$ cat src/rtl/core/bam_pkg.sv
`default_nettype none

package bam_pkg;

  // Length of the moving-average window.
  localparam int unsigned WINDOW_LEN = 10;

  // Field widths.
  localparam int unsigned PRESS_W = 17;
  localparam int unsigned ALT_W   = 24;

  // Fixed-point formats: log2 results carry 5 integer and 28 fraction bits,
  // the squaring mantissa is Q1.30 and the series sum is Q30 below 2.0.
  localparam int unsigned FRAC_W    = 28;
  localparam int unsigned LOG_W     = 33;
  localparam int unsigned MANT_W    = 31;
  localparam int unsigned EXP_SUM_W = 32;

  // Ring addressing and window sum widths.
  localparam int unsigned SLOT_W = (WINDOW_LEN > 1) ? $clog2(WINDOW_LEN) : 1;
  localparam int unsigned TOT_W  = ALT_W + $clog2(WINDOW_LEN);

  // Exact reciprocal for the window mean: floor(v / WINDOW_LEN) equals
  // (v * RING_RECIP) >> DIV_SH for every v below 2**TOT_W.
  localparam int unsigned DIV_SH = TOT_W + $clog2(WINDOW_LEN);
  localparam logic [TOT_W:0] RING_RECIP = (TOT_W + 1)'(
      ((64'd1 << DIV_SH) + 64'(WINDOW_LEN) - 64'd1) / 64'(WINDOW_LEN));

  // 1/5.255 in Q30, ln(2) in Q30 and the altitude scale in centimeters.
  localparam logic [27:0] INV_EXP  = 28'd204327654;
  localparam logic [29:0] LN2      = 30'd744261118;
  localparam logic [22:0] SCALE_CM = 23'd4433000;

  // Number of series terms after the constant one.
  localparam logic [3:0] EXP_TERMS = 4'd13;

  // floor(2**32 / k) for the series divisors k = 2 .. 13.
  localparam logic [31:0] EXP_RECIP [16] = '{
    32'd0,         32'd0,         32'd2147483648, 32'd1431655765,
    32'd1073741824, 32'd858993459, 32'd715827882,  32'd613566756,
    32'd536870912,  32'd477218588, 32'd429496729,  32'd390451572,
    32'd357913941,  32'd330382099, 32'd0,          32'd0
  };

endpackage

`default_nettype wire

$ cat src/rtl/core/bam_log2.sv
`default_nettype none

module bam_log2 (
  input  logic                        clk_i,
  input  logic                        rst_ni,
  input  logic                        start_i,
  input  logic [bam_pkg::PRESS_W-1:0] x_i,
  output logic                        done_o,
  output logic [bam_pkg::LOG_W-1:0]   log_o
);
  import bam_pkg::*;

  logic                    busy_q;
  logic                    done_q;
  logic [4:0]              cnt_q;
  logic [4:0]              exp_q;
  logic [MANT_W-1:0]       mant_q;
  logic [FRAC_W-1:0]       frac_q;
  logic [4:0]              top_bit;
  logic [2*MANT_W-1:0]     square;
  logic [MANT_W:0]         sq_q30;

  // Position of the highest set bit gives the integer part.
  always_comb begin
    top_bit = '0;
    for (int i = 1; i < PRESS_W; i++) begin
      if (x_i[i]) begin
        top_bit = 5'(i);
      end
    end
  end

  // One squaring step per cycle yields one fraction bit.
  assign square = (2 * MANT_W)'(mant_q) * (2 * MANT_W)'(mant_q);
  assign sq_q30 = square[2*MANT_W-1:30];

  // Step counter.
  always_ff @(posedge clk_i or negedge rst_ni) begin
    if (!rst_ni) begin
      busy_q <= 1'b0;
      done_q <= 1'b0;
      cnt_q  <= '0;
    end else begin
      done_q <= 1'b0;
      if (start_i) begin
        busy_q <= 1'b1;
        cnt_q  <= '0;
      end else if (busy_q) begin
        cnt_q <= cnt_q + 5'd1;
        if (cnt_q == 5'(FRAC_W - 1)) begin
          busy_q <= 1'b0;
          done_q <= 1'b1;
        end
      end
    end
  end

  // Mantissa and fraction bits.
  always_ff @(posedge clk_i) begin
    if (start_i) begin
      exp_q  <= top_bit;
      mant_q <= {{(MANT_W - PRESS_W){1'b0}}, x_i} << (5'd30 - top_bit);
      frac_q <= '0;
    end else if (busy_q) begin
      frac_q <= {frac_q[FRAC_W-2:0], sq_q30[MANT_W]};
      mant_q <= sq_q30[MANT_W] ? sq_q30[MANT_W:1] : sq_q30[MANT_W-1:0];
    end
  end

  assign done_o = done_q;
  assign log_o  = {exp_q, frac_q};

endmodule

`default_nettype wire

$ cat config.mk
export PLATFORM = sky130hd
export DESIGN_NAME = bam_log2
export DESIGN_NICKNAME = d
export VERILOG_FILES = /design/src/rtl/core/bam_pkg.sv /design/src/rtl/core/bam_log2.sv
export SDC_FILE = /design/constraint.sdc
export NUM_CORES = 2
export LEC_CHECK = 0
export ABC_CLOCK_PERIOD_IN_PS = 10250
export CORE_MARGIN = 5
export CORE_UTILIZATION = 55
export DETAILED_ROUTE_END_ITERATION = 6
export DONT_BUFFER_PORTS = 1
export HOLD_SLACK_MARGIN = 0.02
export PLACE_DENSITY = 0.74
export SLEW_MARGIN = 20
export SYNTH_ARGS = -nofsm -noshare
export SYNTH_HDL_FRONTEND = slang
export SYNTH_SLANG_ARGS = --single-unit
$ cat constraint.sdc
create_clock -name clk_i -period 10.25 [get_ports clk_i]
set_clock_uncertainty 0.2 [all_clocks]
set_input_delay 0.5125 -clock clk_i [delete_from_list [all_inputs] [get_ports clk_i]]
set_output_delay 0.5125 -clock clk_i [all_outputs]
set_load 0.005 [all_outputs]
==> flow_summary_export.csv <==
group,metric,value,unit
global_route,grt_pass1_vias,24011,
synthesis,synthesis.area,31100,um^2
timing,hold_ws,0.0767,ns
finish,seq_area,1820,um^2
finish,fill_cells,4963,
synthesis,netlist_top_cells_count,"921 x inv_1, 747 x fa_1, 339 x nand2_1",
placed_design,port_buffers,0,
timing,fmaxAchievable,107,MHz
floorplan,coreArea,56200,um^2
timing,fin_crit_sh,91.1,%
clock_network,holdBufCountCts,1,
synthesis,ys_warn_count,0,
floorplan,dieArea,61400,um^2
run,maxCapViolCount,0,
timing,worstMarginPinSlew,1.17,ns
critical_path,worstSetupPathType,"reg -> reg",
finish,multi_input_area,25300,um^2
floorplan,die_w,248,um
synthesis,synth.net_count,4375,
clock_network,cts_made_buffers,9,
clock_network,clk_pin_slew_worst_paths,0.06,ns
floorplan,initial_core_util,55.4,%
global_route,use_met2,45.4,%
drt,wl_per_cell,19.1,um
clock_network,ctsResizeCount,0,
critical_path,cp.arrival,9.20,ns
synthesis,synth_edf_count,36,
synthesis,synth.distinct_cells,80,
timing,period_minus_slack,9.34,ns
placed_design,gp_congestion,0.945,
clock_network,cts_max_level,3,
global_route,globalRouteTotalUtil,26.1,%
drt,drc,0,
clock_network,root_buffer,"clkbuf_16",
floorplan,placementRows,87,
timing,rsz0062_at_grt,"false",
timing,relSlewSlack,22.3,%
critical_path,path_cells,"inv_1, nor2_1, fa_1, fa_1, inv_1, fa_1, fa_1, inv_1, fa_1, fa_1, fa_1, fa_1, ha_1, a21oi_1, o21ai_0, or2_2, o2111ai_2, a211oi_2, o41ai_4, xor2_2, buf_4, and3_1, a221o_1",
global_route,grt_overflow,0,
clock_network,tritoncts,"built",
min_path,min_path_type,"in -> reg",
synthesis,yosysMostFrequentCell,"inv_1",
floorplan,ios,54,
global_route,grtUsageMet1,34.2,%
floorplan,die_h,248,um
synthesis,synthCells,3338,
critical_path,start_kind,"register",
outcome,status,"completed",
drt,wirelength,76900,um
drt,drtPass1Iterations,6,
timing,final_max_slew_viol_count,0,
clock_network,clockBufferDepth,2,
synthesis,ys_top_cells_by_area,"fa_1 48%, inv_1 11%, ha_1 11%",
clock_network,clock_sink_count,71,
drt,via_count,21848,
timing,finalSetupTns,0,ns
drt,drt-vias-per-instance,5.42,
finish,nets,4307,
synthesis,synth-seq-area-share,5.84,%
timing,finalSetupViolations,0,
finish,area_growth,3.84,%
finish,num_antenna_cells,0,
synthesis,avgSynthCellArea,9.31,um^2
drt,ant_nets,0,
timing,hold_viol_final,0,
critical_path,crit_path_max_fanout,21,
clock_network,clk_latency,0.33,ns
critical_path,cpPeakStageDelay,1.12,ns
global_route,antenna_found_initial,0,
synthesis,async_flop_share,9.86,%
global_route,grt_util_met3,3.69,%
finish,layout-drive-gt1-share,3.45,%
critical_path,cp-end-kind,"register",
placed_design,hpwl,64300,um
synthesis,yosysTopAreaCell,"fa_1",
global_route,grt_max_degree,84,
global_route,grt_pass1_wl,126000,um
drt,drtIter0Drc,1534,
synthesis,synth.top_cell.area_share,48.1,%
global_route,busiest_layer,"met2",
critical_path,cp.required,10.11,ns
synthesis,synth_seq_cells,71,
synthesis,ys.flop_type,"edfxtp_1",
critical_path,worst_path_most_repeated_cell,"fa_1",
clock_network,cts_setup_buffers,0,
critical_path,cp_slowest_cell,"edfxtp_1",
cell families (layout without fill, tap and decap cells):
kind of cell,after synthesis,after routing,synth area share (%)
flip-flops,71,71,5.84
multiplexers,69,69,2.64
AND/OR/NAND/NOR,772,772,11.7
AO/OA/AOI/OAI,291,291,6.26
buffers and inverters,1058,995,12.9
XOR/XNOR,60,60,1.74
adder cells (fa/ha/maj),1017,1017,59.0
area by class of cell:
| class | count | share of cell area [%] |
|---|---|---|
| multi-input combinational | 2209 | 78.3 |
| clock buffer | 11 | 0.853 |
| sequential | 71 | 5.63 |
| inverter | 922 | 10.7 |
| clock inverter | 5 | 0.182 |
| tap | 756 | 2.93 |
| timing repair buffer | 57 | 1.38 |
registers in the layout (all words and copies together), names as in the netlist:
name	flops
done_o	1
exp_q	5
busy_q	1
frac_q	28
cnt_q	5
mant_q	31
layer usage:
layer	vias to the layer above	wire, um
li1	9825	-
met3	159	5040
met2	757	38500
met1	11107	30600
met4	0	2830
met5	-	0
through the flow:
step           utilization, %  setup WS [ns]  cell area (um^2)  cells
2_1_floorplan               -           2.26             31100   3338
3_3_place_gp             56.8          0.948             31900   4012
3_5_place_dp             56.8          0.794             31900   4012
4_1_cts                  57.4          0.760             32200   4029
5_1_grt                  57.5          0.620             32300   4031
6_report                 57.5          0.912             32300   4031
critical path: cells and delay by family (launching register included):
family / cells / cell delay (ns)
adder cells (fa/ha/maj): 9 / 4.31
AO/OA/AOI/OAI: 6 / 1.78
flip-flops: 1 / 1.12
AND/OR/NAND/NOR: 3 / 0.76
buffers and inverters: 4 / 0.75
XOR/XNOR: 1 / 0.13
final timing paths:
path	start	end	slack, ns	cells after the start
min in group asynchronous	rst_ni	cnt_q[1]	0.32	1
max	mant_q[17]	mant_q[13]	0.91	23
max in group asynchronous	rst_ni	busy_q	9.27	1
min	x_i[16]	exp_q[4]	0.08	0
max reg2reg	mant_q[17]	mant_q[13]	0.91	23
min reg2reg	frac_q[0]	frac_q[0]	0.34	2
cells in the final DEF (no fill, tap or decap), types with 28 or more instances in the layout:
cell type | netlist | layout
nand2_1 | 339 | 339
nor2_1 | 130 | 130
dfxtp_1 | 28 | 28
fa_1 | 747 | 747
a21oi_1 | 92 | 92
edfxtp_1 | 36 | 36
inv_1 | 921 | 921
xnor2_1 | 35 | 35
o21ai_0 | 39 | 39
and2_1 | 191 | 191
mux2i_1 | 54 | 54
buf_4 | 0 | 54
ha_1 | 270 | 270
Power is left out: the tool's default activity adds up to more than one toggle a clock period on the data nets, which glitch-free logic cannot reach.
